[src/hw/rtl/tdpt_pkg.sv]
// ---------------------------------------------------------------------------
// Trial division prime test package
// Shared widths, constants, sequencer states and inter-module structs.
// ---------------------------------------------------------------------------
package tdpt_pkg;

   localparam int NUM_WIDTH = 32;
   localparam int CNT_WIDTH = $clog2(NUM_WIDTH);

   localparam logic [NUM_WIDTH-1:0] SMALLEST_PRIME = NUM_WIDTH'(2);
   localparam logic [NUM_WIDTH-1:0] FIRST_DIVISOR  = NUM_WIDTH'(3);
   localparam logic [NUM_WIDTH-1:0] DIVISOR_STEP   = NUM_WIDTH'(2);

   typedef enum logic [2:0] {
      ST_IDLE,
      ST_SCREEN,
      ST_DIV_START,
      ST_DIV_WAIT,
      ST_REPORT
   } seq_state_type;

   // sequencer to divider
   typedef struct packed {
      logic start;
   } div_ctrl_type;

   // divider to sequencer
   typedef struct packed {
      logic done;
      logic rem_zero;
      logic quo_below;
   } div_stat_type;

   // sequencer to top level
   typedef struct packed {
      logic busy;
      logic fin;
      logic verdict;
   } seq_stat_type;

endpackage

[src/hw/rtl/tdpt_seq.sv]
// ---------------------------------------------------------------------------
// Trial division sequencer
// Screens small and even numbers, then steps odd divisors through the
// divider until the quotient drops below the divisor or a remainder is zero.
// ---------------------------------------------------------------------------
module tdpt_seq (
   input  logic                            clock,
   input  logic                            reset,
   input  logic                            start,
   input  logic [tdpt_pkg::NUM_WIDTH-1:0]  candidate,
   input  tdpt_pkg::div_stat_type          div_stat,
   output tdpt_pkg::div_ctrl_type          div_ctrl,
   output logic [tdpt_pkg::NUM_WIDTH-1:0]  dividend,
   output logic [tdpt_pkg::NUM_WIDTH-1:0]  divisor,
   output tdpt_pkg::seq_stat_type          stat
);

   tdpt_pkg::seq_state_type          state_ff;
   tdpt_pkg::seq_state_type          state_in;
   logic [tdpt_pkg::NUM_WIDTH-1:0]   cand_ff;
   logic [tdpt_pkg::NUM_WIDTH-1:0]   cand_in;
   logic [tdpt_pkg::NUM_WIDTH-1:0]   dvs_ff;
   logic [tdpt_pkg::NUM_WIDTH-1:0]   dvs_in;
   logic                             verdict_ff;
   logic                             verdict_in;
   logic                             below_two;
   logic                             is_two;

   assign below_two = (cand_ff[tdpt_pkg::NUM_WIDTH-1:1] == '0);
   assign is_two    = (cand_ff == tdpt_pkg::SMALLEST_PRIME);

   // next state
   always_comb begin
      state_in = state_ff;
      case (state_ff)
         tdpt_pkg::ST_IDLE: begin
            if (start) begin
               state_in = tdpt_pkg::ST_SCREEN;
            end
         end
         tdpt_pkg::ST_SCREEN: begin
            if (below_two || is_two || !cand_ff[0]) begin
               state_in = tdpt_pkg::ST_REPORT;
            end else begin
               state_in = tdpt_pkg::ST_DIV_START;
            end
         end
         tdpt_pkg::ST_DIV_START: begin
            state_in = tdpt_pkg::ST_DIV_WAIT;
         end
         tdpt_pkg::ST_DIV_WAIT: begin
            if (div_stat.done) begin
               if (div_stat.quo_below || div_stat.rem_zero) begin
                  state_in = tdpt_pkg::ST_REPORT;
               end else begin
                  state_in = tdpt_pkg::ST_DIV_START;
               end
            end
         end
         tdpt_pkg::ST_REPORT: begin
            state_in = tdpt_pkg::ST_IDLE;
         end
         default: begin
            state_in = tdpt_pkg::ST_IDLE;
         end
      endcase
   end

   // datapath next values
   always_comb begin
      cand_in    = cand_ff;
      dvs_in     = dvs_ff;
      verdict_in = verdict_ff;
      case (state_ff)
         tdpt_pkg::ST_IDLE: begin
            cand_in = candidate;
         end
         tdpt_pkg::ST_SCREEN: begin
            dvs_in     = tdpt_pkg::FIRST_DIVISOR;
            verdict_in = is_two;
         end
         tdpt_pkg::ST_DIV_WAIT: begin
            if (div_stat.done) begin
               dvs_in = dvs_ff + tdpt_pkg::DIVISOR_STEP;
               // loop bound passes before the remainder counts
               verdict_in = div_stat.quo_below;
            end
         end
         default: begin
            cand_in = cand_ff;
         end
      endcase
   end

   // outputs
   always_comb begin
      div_ctrl.start = (state_ff == tdpt_pkg::ST_DIV_START);
      stat.busy      = (state_ff != tdpt_pkg::ST_IDLE);
      stat.fin       = (state_ff == tdpt_pkg::ST_REPORT);
      stat.verdict   = verdict_ff;
      dividend       = cand_ff;
      divisor        = dvs_ff;
   end

   always_ff @(posedge clock) begin
      if (reset) begin
         state_ff <= tdpt_pkg::ST_IDLE;
      end else begin
         state_ff <= state_in;
      end
   end

   always_ff @(posedge clock) begin
      cand_ff    <= cand_in;
      dvs_ff     <= dvs_in;
      verdict_ff <= verdict_in;
   end

endmodule

[config.mk]
export PLATFORM = sky130hd
export DESIGN_NAME = tdpt_seq
export DESIGN_NICKNAME = d
export VERILOG_FILES = /design/src/hw/rtl/tdpt_pkg.sv /design/src/hw/rtl/tdpt_seq.sv
export SDC_FILE = /design/constraint.sdc
export NUM_CORES = 1
export LEC_CHECK = 0
export BUFFER_PORTS_ARGS = -buffer_cell sky130_fd_sc_hd__buf_2
export CAP_MARGIN = 5
export CORE_ASPECT_RATIO = 0.7
export CORE_MARGIN = 2
export CORE_UTILIZATION = 50
export DETAILED_ROUTE_END_ITERATION = 16
export GPL_TIMING_DRIVEN = 1
export PLACE_DENSITY = 0.87
export SETUP_SLACK_MARGIN = 0.5
export SLEW_MARGIN = 20
export SYNTH_ARGS = -nofsm -noshare
export SYNTH_HDL_FRONTEND = slang
export SYNTH_SLANG_ARGS = --single-unit
[constraint.sdc]
create_clock -name clock -period 7.4 [get_ports clock]
set_clock_uncertainty 0.1 [all_clocks]
set_input_delay 1.11 -clock clock [delete_from_list [all_inputs] [get_ports clock]]
set_output_delay 1.11 -clock clock [all_outputs]
set_load 0.01 [all_outputs]
### After elaboration in Yosys (flattened, before gate mapping)

Index checks and enable logic that the tools add are counted.

* input bits: 38
* output and inout bits: 68
* logic and storage cells: 31
* bits in registers: 68

* add/sub/neg operators: 1
* equal/unequal tests: 7
* multiplexer cells: 9
* reduce and logical (&&, ||, !) cells: 10

Operator list (count)
* 32-bit case mux with 2 select lines: 1
* 32-bit by 2-bit adder with 32-bit output, second input constant: 1
* 32-bit by 2-bit equality test with 1-bit output, second input constant: 1
* 32-bit 2-to-1 mux: 1
* 31-bit logical NOT: 1
* 3-bit 2-to-1 mux: 4
* 3-bit case mux with 4 select lines: 1
* 3-bit by 2-bit equality test with 1-bit output, second input constant: 2
* 2-bit != test, second input constant: 2
* 2-bit AND reduction: 2
* 3-bit by 1-bit equality test with 1-bit output, second input constant: 1
* 3-bit equality test, second input constant: 1
* 3-bit logical NOT: 1
* 1-bit logical OR: 3
* 3-bit nonzero test: 1
* 1-bit case mux with 2 select lines: 1
* 2-bit nonzero test: 1
* 1-bit logical NOT: 1
* 1-bit 2-to-1 mux: 1

### Depth between registers and ports, before layout

Gate-level depths: netlist (run 1).

* depth in word-level cells: 5
* depth in mapped cells: 7
* mapped depth without buffers: 5

### Worst setup path after synthesis (run 1)

OpenSTA, ideal clock, no wires.

* path type: input-to-reg
* start: in div_stat[2] (netlist name)
* end: reg dvs_ff (netlist bit divisor[10]), enable pin
* required time: 6.875 ns
* path slack: 4.194 ns
* library setup time: 0.425 ns
* arrival time: 2.681 ns
* path buffers: 0
* cell stages on the path: 2
* path through: nand2b_1 -> nor2b_1

* cells in the longest elaborated chain, start to end: 2

RTL lines
* start, declared: line tdpt_seq.sv:11 `input tdpt_pkg::div_stat_type div_stat,`
* 2-bit != test (no line)
* 2-bit AND reduction (no line)
* end signal, assigned: line tdpt_seq.sv:115 `dvs_ff <= dvs_in;`
* end, declared: line tdpt_seq.sv:22 `logic [tdpt_pkg::NUM_WIDTH-1:0] dvs_ff;`

Every way passes these cells.
A chain may end at the register's enable or synchronous reset.

==> results of run 1 <==
## flip-flops by register name, indices dropped and copies added, names as in the netlist
register and count:
divisor 31, dividend 32, state_ff 3, verdict_ff 1
## critical path, stage by stage (launching register included)
cell,delay (ps)
dfxtp_1,340
or3_1,400
buf_2,160
## cell usage after synthesis, drive strengths merged (6+ instances only)
| cell type | instances | area share [%] |
|---|---|---|
| nor4 | 11 | 2.3 |
| clkbuf | 7 | 0.87 |
| o31ai | 12 | 3.0 |
| buf | 6 | 1.2 |
| a21oi | 12 | 2.0 |
| nand4 | 10 | 2.6 |
| or4 | 16 | 4.0 |
| nand3 | 11 | 1.8 |
| edfxtp | 64 | 63 |
| inv | 8 | 0.99 |
| nand2 | 13 | 1.6 |
| xnor2 | 11 | 3.2 |
| nor2 | 19 | 2.4 |
## final cells by class
type | instances | area share (%)
clock inverter | 7 | 2.05
clock buffer | 9 | 3.27
sequential | 67 | 52.3
multi-input combinational | 154 | 25.2
timing repair buffer | 105 | 13.9
tap | 75 | 2.47
inverter | 8 | 0.792
## power groups by stage
stage | clock (mW) | combinational [mW] | sequential [mW]
detailed placement | 0 | 0.116 | 0.501
floorplan | 0 | 0.0407 | 0.516
CTS | 0.315 | 0.117 | 0.493
global route | 0.328 | 0.126 | 0.499
global placement | 0 | 0.114 | 0.499
finish | 0.308 | 0.115 | 0.493
## cells by family (layout without fill, tap and decap cells)
kind of cell / count (synthesis) / in the layout / synth area share, %
compound gates: 35 / 35 / 7.31
xor+xnor: 13 / 13 / 3.76
fa+ha+maj: 1 / 1 / 0.413
buf+inv: 21 / 129 / 3.02
flops: 67 / 67 / 65.5
other cells: 1 / 1 / 0.124
simple gates: 104 / 104 / 19.9
## final timing paths
path / slack (ps) / cells after the start / end / start
max: 4940 / 2 / stat[2] / state_ff[2]
min: 390 / 1 / state_ff[0] / state_ff[2]
max reg2reg: 4990 / 4 / divisor[31] / divisor[5]
min reg2reg: 390 / 1 / state_ff[0] / state_ff[2]
## routing by layer
| metal | vias to the layer above | wire (um) | part of all wire [%] | global-route usage (%) |
|---|---|---|---|---|
| met2 | 93 | 3370 | 49 | 34.9 |
| met3 | 11 | 525 | 7.6 | 8.62 |
| met4 | 0 | 146 | 2.1 | 9.08 |
| li1 | 1146 | - | - | - |
| met5 | - | 0 | 0 | 0 |
| met1 | 1140 | 2860 | 41 | 25.5 |
==> key figures, run 1 <==
Floorplanning
  – Total core area: 5780 sq um
  – Initial cell density of the core: 52.3%
  – Die area: ~6700 sq um
  – Std-Cell Rows: 23
  – Die H: 69.1 um
  – Die width: 97.0 um
  – I/O pins: 106

Clock tree
  – CTS Hold Buffers Added: 0
  – CTS tree: built
  – # Post-CTS Setup Buffers: 0
  – CTS root buffer: clkbuf_8
  – Clk pin slew, worst setup/hold paths: 70 ps
  – H-Tree Depth: 3
  – Worst skew pair latency: 350 ps
  – TritonCTS Buffers: 9
  – # resized after CTS: 0
  – Clock buffer depth: 2
  – Clock Sinks: 67

Critical path
  – Required @ worst endpoint: between 6000 and 7000 ps
  – Worst Setup Start Kind: flop
  – Crit. End Element: output pin
  – Arr. time, crit path: 1250 ps
  – Crit path kind: reg2out
  – CP Max Fanout: 5

Placed design
  – Routability congestion estimate: 0.842
  – Dpl hpwl: 4850 um
  – Dpl cell area: 3590 sq um
  – Placement-stage worst setup slack: 5040 ps
  – Port Buf Inserts: 104
  – Placed Cells: a little over 400

Power and ir drop
  – Total power: 916 uW
  – Lkg Pwr: 1.43 nW
  – Logic gate share of total power: 12.6%
  – Peak supply drop: between 150 and 200 uV
  – Register share of total power: 53.8%
  – Clk pwr share: 33.6%
  – Sw Ratio: about 27%
  – Pint: about 670 uW
  – Power Density: 242 nW/um^2
  – Psw: 250 uW

Logic synthesis
  – Synth Register Bits: 67
  – Sequential fraction of the synthesis area: 65.5%
  – Mean post-synth cell area: 12.5 sq um
  – Yosys cell types: 34
  – Fraction of registers with async set/reset: 0%
  – Synth warn: 0
  – Synthesized cell area: between 3000 and 4000 sq um
  – Mapped Cells: 242
  – Ys flop type: edfxtp_1
  – Synth Net Count: approximately 280
  – EDFF count, synth: 64

Finish
  – Final core utilization: roughly two thirds
  – Synth-to-Final Area Change: 25.2%
  – Multi-input combinational cell area: ~960 sq um
  – Share of cells above drive strength 1: 36.0%
  – Most common cell after layout, fill and taps aside: buf_2
  – Commonest cells after routing, fill and taps aside: buf_2 (104), edfxtp_1 (64), nor2_1 (19)
  – Storage cell area: 1980 sq um
  – FILL cells: 454
  – Final nets: 384
  – Non-filler cells, final: 425
  – # diodes: 0
  – Final instance area: ~3800 sq um

GRT
  – Total GRT Usage: a little over a fifth
  – Vias in the first global route: 2417
  – First-pass GRT wire length: ~11000 um
  – Initial antenna violation count: 0
  – Largest net degree at the start of global routing: 33
  – Remaining Overflow, GRT: 0

Timing
  – RSZ-0062 raised after global routing: false
  – Slew of the pin with the lowest slew margin: around 650 ps
  – F_max: ~410 MHz
  – Final Critical Period: 2460 ps
  – Hold_ws: about 390 ps
  – Hold Violations, Final: 0
  – Count of final setup violators: 0
  – Slew headroom: 57.0%
  – Tcrit/Tclk final: 33.2%
  – Final Max Slew Viols: 0
  – Worst setup margin: 4940 ps
  – Final TNS setup: 0 ps

Routing
  – WL final: slightly below 7000 um
  – Via count: ~2400
  – DR iter-0 viols: 169
  – Vias per Instance: between 5 and 6
  – Wire length per cell: approximately 16 um
  – Drc violations: 0
  – Initial DRT Pass Iterations: 5
  – Post-DRT Antenna Nets: 0

Run status
  – Status: complete, no violations

Worst hold path
  – Worst hold-check path type: reg2reg

Flow run
  – Max cap viols: 0
Power figures use the tool's default switching activity.
==> inputs of run 2 (changes only) <==
Settings changed: CORE_UTILIZATION 50 to 45, PLACE_DENSITY 0.87 to 0.83.
Clock period 7.4 ns to 1.97 ns, I/O delays scaled along.
==> key figures, run 2 (same netlist as run 1, synthesis figures left out) <==
Run status
  – Status: finished, violations left
  – Failing checks: negative setup slack

Floorplanning
  – Die area: 7410 sq um (+11%)
  – I/O pins: 106 (unchanged)
  – Die width: 102 um (+5.2%)
  – Std-Cell Rows: 24 (+4.3%)
  – Initial cell density of the core: 47.6% (-4.8 points)
  – Die H: 72.6 um (+5.1%)
  – Total core area: 6370 sq um (+10%)

GRT
  – Met2 GRT Util: 41.7% (+6.8 points)
  – Vias in the first global route: 2689 (+11%)
  – Total GRT Usage: 24.0% (+2.6 points)
  – Initial antenna violation count: 0 (unchanged)
  – Met1 GRT Util: 29.4% (+3.9 points)
  – Remaining Overflow, GRT: 0 (unchanged)
  – Largest net degree at the start of global routing: 33 (unchanged)
  – Met3 usage: 5.08% (-3.5 points)
  – GR peak layer: met2
  – First-pass GRT wire length: 13300 um (+17%)

Critical path
  – RR Endpoint: divisor[17]
  – Reg2reg setup slack: -160 ps (-5150 ps)
  – Crit. End Element: flop
  – Required @ worst endpoint: 1960 ps (-4230 ps)
  – Crit path kind: reg2reg
  – Worst reg2reg startpoint: divisor[1]
  – FF-to-FF path depth: 7 (+3)
  – Worst Setup Start Kind: flop
  – Arr. time, crit path: 2130 ps (+880 ps)
  – CP Max Fanout: 7 (+2)

Finish
  – Most common cell after layout, fill and taps aside: buf_2
  – Share of cells above drive strength 1: 59.6% (+24 points)
  – Final core utilization: 78.8% (+13 points)
  – Final nets: 452 (+18%)
  – Max FFs per register: 32 (unchanged)
  – Commonest cells after routing, fill and taps aside: buf_2 (90), edfxtp_1 (64), buf_6 (49)
  – Synth-to-Final Area Change: 65.7%
  – # diodes: 0 (unchanged)
  – Final instance area: 5020 sq um (+32%)

Clock tree
  – Clock Sinks: 67 (unchanged)
  – TritonCTS Buffers: 9 (unchanged)
  – CTS tree: built
  – H-Tree Depth: 3 (unchanged)
  – CTS root buffer: clkbuf_8
  – Clock buffer depth: 2 (unchanged)
  – Clk pin slew, worst setup/hold paths: 80 ps (about the same)
  – Worst skew pair latency: 350 ps (about the same)

Power and ir drop
  – Total power: 4.06 mW (+340%)
  – Peak supply drop: 533 uV (+220%)
  – Lkg Pwr: 2.01 nW (+40%)
  – Power Density: 809 nW/um^2 (+240%)

Timing
  – Final Critical Period: 2130 ps
  – Tcrit/Tclk final: 108%
  – Worst setup margin: -163 ps (-5110 ps)
  – Final Max Slew Viols: 0 (unchanged)
  – F_max: 469 MHz
  – Count of final setup violators: 15 (+15)
  – RSZ-0062 raised after global routing: true
  – Hold Violations, Final: 0 (unchanged)
  – Final TNS setup: -1120 ps (-1120 ps)

Placed design
  – Dpl cell area: 3950 sq um (+10%)
  – Routability congestion estimate: 0.803 (-4.6%)
  – Dpl hpwl: 5530 um (+14%)
  – Port Buf Inserts: 104 (unchanged)

Worst hold path
  – Worst hold-check path type: in2reg
  – Worst hold start: candidate[24]
  – Min-Delay Endpoint: dividend[24]
  – Worst hold stages: 1 (unchanged)

Routing
  – Vias per Instance: 5.65 (+0.41%)
  – Initial DRT Pass Iterations: 5 (unchanged)
  – Drc violations: 0 (unchanged)
  – DR iter-0 viols: 215 (+27%)
  – Via count: 2874 (+20%)
  – WL final: 10000 um (+45%)
  – Post-DRT Antenna Nets: 0 (unchanged)
  – Wire length per cell: 19.7 um (+21%)

Flow run
  – Max cap viols: 0 (unchanged)
==> run 2: cell types whose count changed in the layout (fill, tap and decap cells not counted), moves of 8 or more <==
cell	before	now
nor4_1	11	3
buf_4	1	29
buf_6	0	49
buf_2	104	90
==> run 2: final cells by class <==
| class | instances | area, sq um |
|---|---|---|
| fillers | 380 | 1350 |
| multi-input cells | 154 | 1310 |
| repair buffers | 173 | 1330 |
| inverters | 8 | 36.3 |
| clock inverters | 6 | 115 |
| well taps | 91 | 114 |
| clock buffers | 10 | 128 |
| flip-flops and latches | 67 | 1990 |
==> run 2: power breakdown <==
| part | total, mW | internal, mW | switching, mW |
|---|---|---|---|
| logic | 0.796 | 0.395 | 0.400 |
| registers | 1.87 | 1.74 | 0.122 |
| clock network | 1.40 | 0.845 | 0.555 |
| total | 4.06 | 2.98 | 1.08 |
==> run 2: worst max path at each step <==
| stage | startpoint | to | cells after the start |
|---|---|---|---|
| after global routing | divisor[2] | divisor[17] | 7 |
| final | divisor[1] | divisor[17] | 7 |
| after CTS | divisor[11] | divisor[22] | 4 |
| after floorplan | divisor[1] | divisor[29] | 7 |
| after detailed placement | divisor[2] | divisor[21] | 6 |
| after global placement | divisor[2] | divisor[22] | 5 |
==> run 2: what timing repair did <==
action / 4_1_cts / 5_1_grt
cloned: 1 / 3
hold buffers: 0 / 0
gates resized for setup: 56 / 64
setup endpoints to repair: 39 / 86
pin swaps: 34 / 26
setup buffers: 12 / 16
==> run 2: critical path, cell delays in order, from the launching register on <==
cell,delay (ps)
edfxtp_1,390
ha_2,230
nand3_2,100
or3_4,360
buf_4,180
buf_4,150
o31ai_2,240
a21oi_1,120
==> run 2: metal layers <==
metal,up-vias,wire length (um)
met1,1414,3830
li1,1287,-
met5,-,0
met3,28,656
met2,145,5260
met4,0,258
==> run 2: through the flow <==
| step | hold WS [ps] | instances | setup slack [ps] |
|---|---|---|---|
| floorplan | 261 | 242 | -188 |
| global placement | 333 | 461 | 32.0 |
| detailed placement | 336 | 461 | -76.2 |
| CTS | 4.27 | 490 | -46.2 |
| global route | 4.97 | 509 | -176 |
| finish | 11.5 | 509 | -163 |
==> inputs of run 3 (changes only) <==
Settings changed: RECOVER_POWER from default to 100.
==> key figures, run 3 (same netlist as run 1, synthesis figures left out) <==
Power and ir drop
  – Power Density: 811 nW/um^2 (+0.23%)
  – Peak supply drop: 533 uV (about the same)
  – Lkg Pwr: 1.99 nW (-1.2%)
  – Total power: 4.05 mW (-0.24%)

Timing
  – F_max: 466 MHz (-0.58%)
  – Final Critical Period: 2150 ps (+12.5 ps)
  – Count of final setup violators: 15 (unchanged)
  – Hold_ws: 14.5 ps (+3.00 ps)
  – Slew headroom: 41.5%
  – Worst setup margin: -176 ps (-12.5 ps)
  – Hold Violations, Final: 0 (unchanged)
  – Tcrit/Tclk final: 109% (+0.63 points)
  – Final Max Slew Viols: 0 (unchanged)
  – Slew of the pin with the lowest slew margin: about 900 ps
  – RSZ-0062 raised after global routing: true

Placed design
  – Placement-stage worst setup slack: -76.2 ps (unchanged)
  – Port Buf Inserts: 104 (unchanged)
  – Dpl cell area: 3950 sq um (unchanged)
  – Routability congestion estimate: 0.803 (unchanged)
  – Dpl hpwl: 5530 um (unchanged)

Finish
  – Synth-to-Final Area Change: 65.0%
  – Share of cells above drive strength 1: 57.9% (-1.7 points)
  – FILL cells: 389 (+2.4%)
  – Max FFs per register: 32 (unchanged)
  – Final core utilization: 78.5% (-0.37 points)
  – # diodes: 0 (unchanged)
  – Final nets: 452 (unchanged)
  – Final instance area: 4990 sq um (-0.47%)
  – Commonest cells after routing, fill and taps aside: buf_2 (83), edfxtp_1 (64), buf_6 (49)
  – Most common cell after layout, fill and taps aside: buf_2

GRT
  – Largest net degree at the start of global routing: 33 (unchanged)
  – First-pass GRT wire length: 13300 um (unchanged)
  – Met1 GRT Util: 29.4% (unchanged)
  – Initial antenna violation count: 0 (unchanged)
  – Remaining Overflow, GRT: 0 (unchanged)
  – GR peak layer: met2
  – Met2 GRT Util: 41.7% (unchanged)
  – Met3 usage: 5.08% (unchanged)
  – Total GRT Usage: 24.0% (unchanged)
  – Vias in the first global route: 2689 (unchanged)

Floorplanning
  – I/O pins: 106 (unchanged)
  – Initial cell density of the core: 47.6% (unchanged)
  – Total core area: 6370 sq um (unchanged)
  – Die width: 102 um (unchanged)
  – Die area: 7410 sq um (unchanged)
  – Die H: 72.6 um (unchanged)
  – Std-Cell Rows: 24 (unchanged)

Clock tree
  – CTS Hold Buffers Added: 0 (unchanged)
  – Clock buffer depth: 2 (unchanged)
  – Clk pin slew, worst setup/hold paths: 80 ps (about the same)
  – CTS root buffer: clkbuf_8
  – Worst skew pair latency: 350 ps (about the same)
  – TritonCTS Buffers: 9 (unchanged)
  – CTS tree: built
  – H-Tree Depth: 3 (unchanged)
  – Clock Sinks: 67 (unchanged)

Critical path
  – Crit path kind: reg2reg
  – Crit path cell chain: ha_2, nand3_2, or3_4, buf_4, buf_4, o31ai_2, a21oi_1
  – CP most frequent cell: buf_4
  – Slowest cell delay on critical path: 400 ps (about the same)
  – Highest-delay cell along the critical path: edfxtp_1
  – Required @ worst endpoint: 1960 ps (about the same)
  – Crit. End Element: flop
  – CP Max Fanout: 7 (unchanged)
  – Worst Setup Start Kind: flop
  – Arr. time, crit path: 2140 ps (about the same)

Routing
  – Drc violations: 0 (unchanged)
  – Vias per Instance: 5.72 (+1.3%)
  – WL final: 10100 um (+0.65%)
  – Initial DRT Pass Iterations: 5 (unchanged)
  – Post-DRT Antenna Nets: 0 (unchanged)
  – Via count: 2910 (+1.3%)
  – DR iter-0 viols: 197 (-8.4%)
  – Wire length per cell: 19.8 um (+0.65%)

Worst hold path
  – Worst hold-check path type: in2reg

Run status
  – Status: finished, violations left
  – Failing checks: negative setup slack

Flow run
  – Max cap viols: 0 (unchanged)
## run 3: changes by cell type in the layout (fill, tap and decap cells not counted), sizes merged
cell	before	now
buf	171	163
clkbuf	12	20
## run 3: repair_timing
| item | CTS | global route |
|---|---|---|
| gates resized for setup | 56 | 64 |
| pin swaps | 34 | 26 |
| gates cloned | 1 | 3 |
| setup buffers | 12 | 16 |
| endpoints found under the setup margin | 39 | 86 |
## run 3: worst paths after layout
| check | from | endpoint | cells after the start | slack, ps |
|---|---|---|---|---|
| setup / recovery | divisor[2] | divisor[17] | 7 | -180 |
| hold / removal | candidate[24] | dividend[24] | 1 | 10 |
| setup reg to reg | divisor[2] | divisor[17] | 7 | -180 |
| hold reg to reg | state_ff[2] | state_ff[0] | 1 | 350 |
## run 3: area by class of cell
cell class                 instances  area (sq um)  area share, %
inverter                           8          36.3          0.726
multi-input combinational        154          1310           26.2
tap                               91           114           2.28
clock inverter                     6           115           2.30
sequential                        67          1990           39.9
timing repair buffer             173          1300           26.1
clock buffer                      10           128           2.56
## run 3: critical path, delay by kind of cell, from the launching register on
family                     cells  cell delay (ps)
AOI/OAI and AO/OA              2              360
adders and majority gates      1              240
buffers and inverters          2              330
DFF                            1              400
and+or+nand+nor                2              460
## run 3: metal layers
metal	up-vias	routed length, um
met1	1437	3900
met3	34	676
met2	150	5210
li1	1289	-
met5	-	0
met4	0	292
## run 3: stage by stage
step                      TNS (ps)  instances
after floorplan              -1140        242
after global placement           0        461
after detailed placement      -361        461
after CTS                     -127        490
after global routing         -1810        509
final                        -1270        509
## run 3: power by group
| group | total [mW] | internal [mW] | switching, mW |
|---|---|---|---|
| combinational | 0.783 | 0.383 | 0.400 |
| clock | 1.40 | 0.845 | 0.554 |
| sequential | 1.87 | 1.75 | 0.124 |
| total | 4.05 | 2.97 | 1.08 |
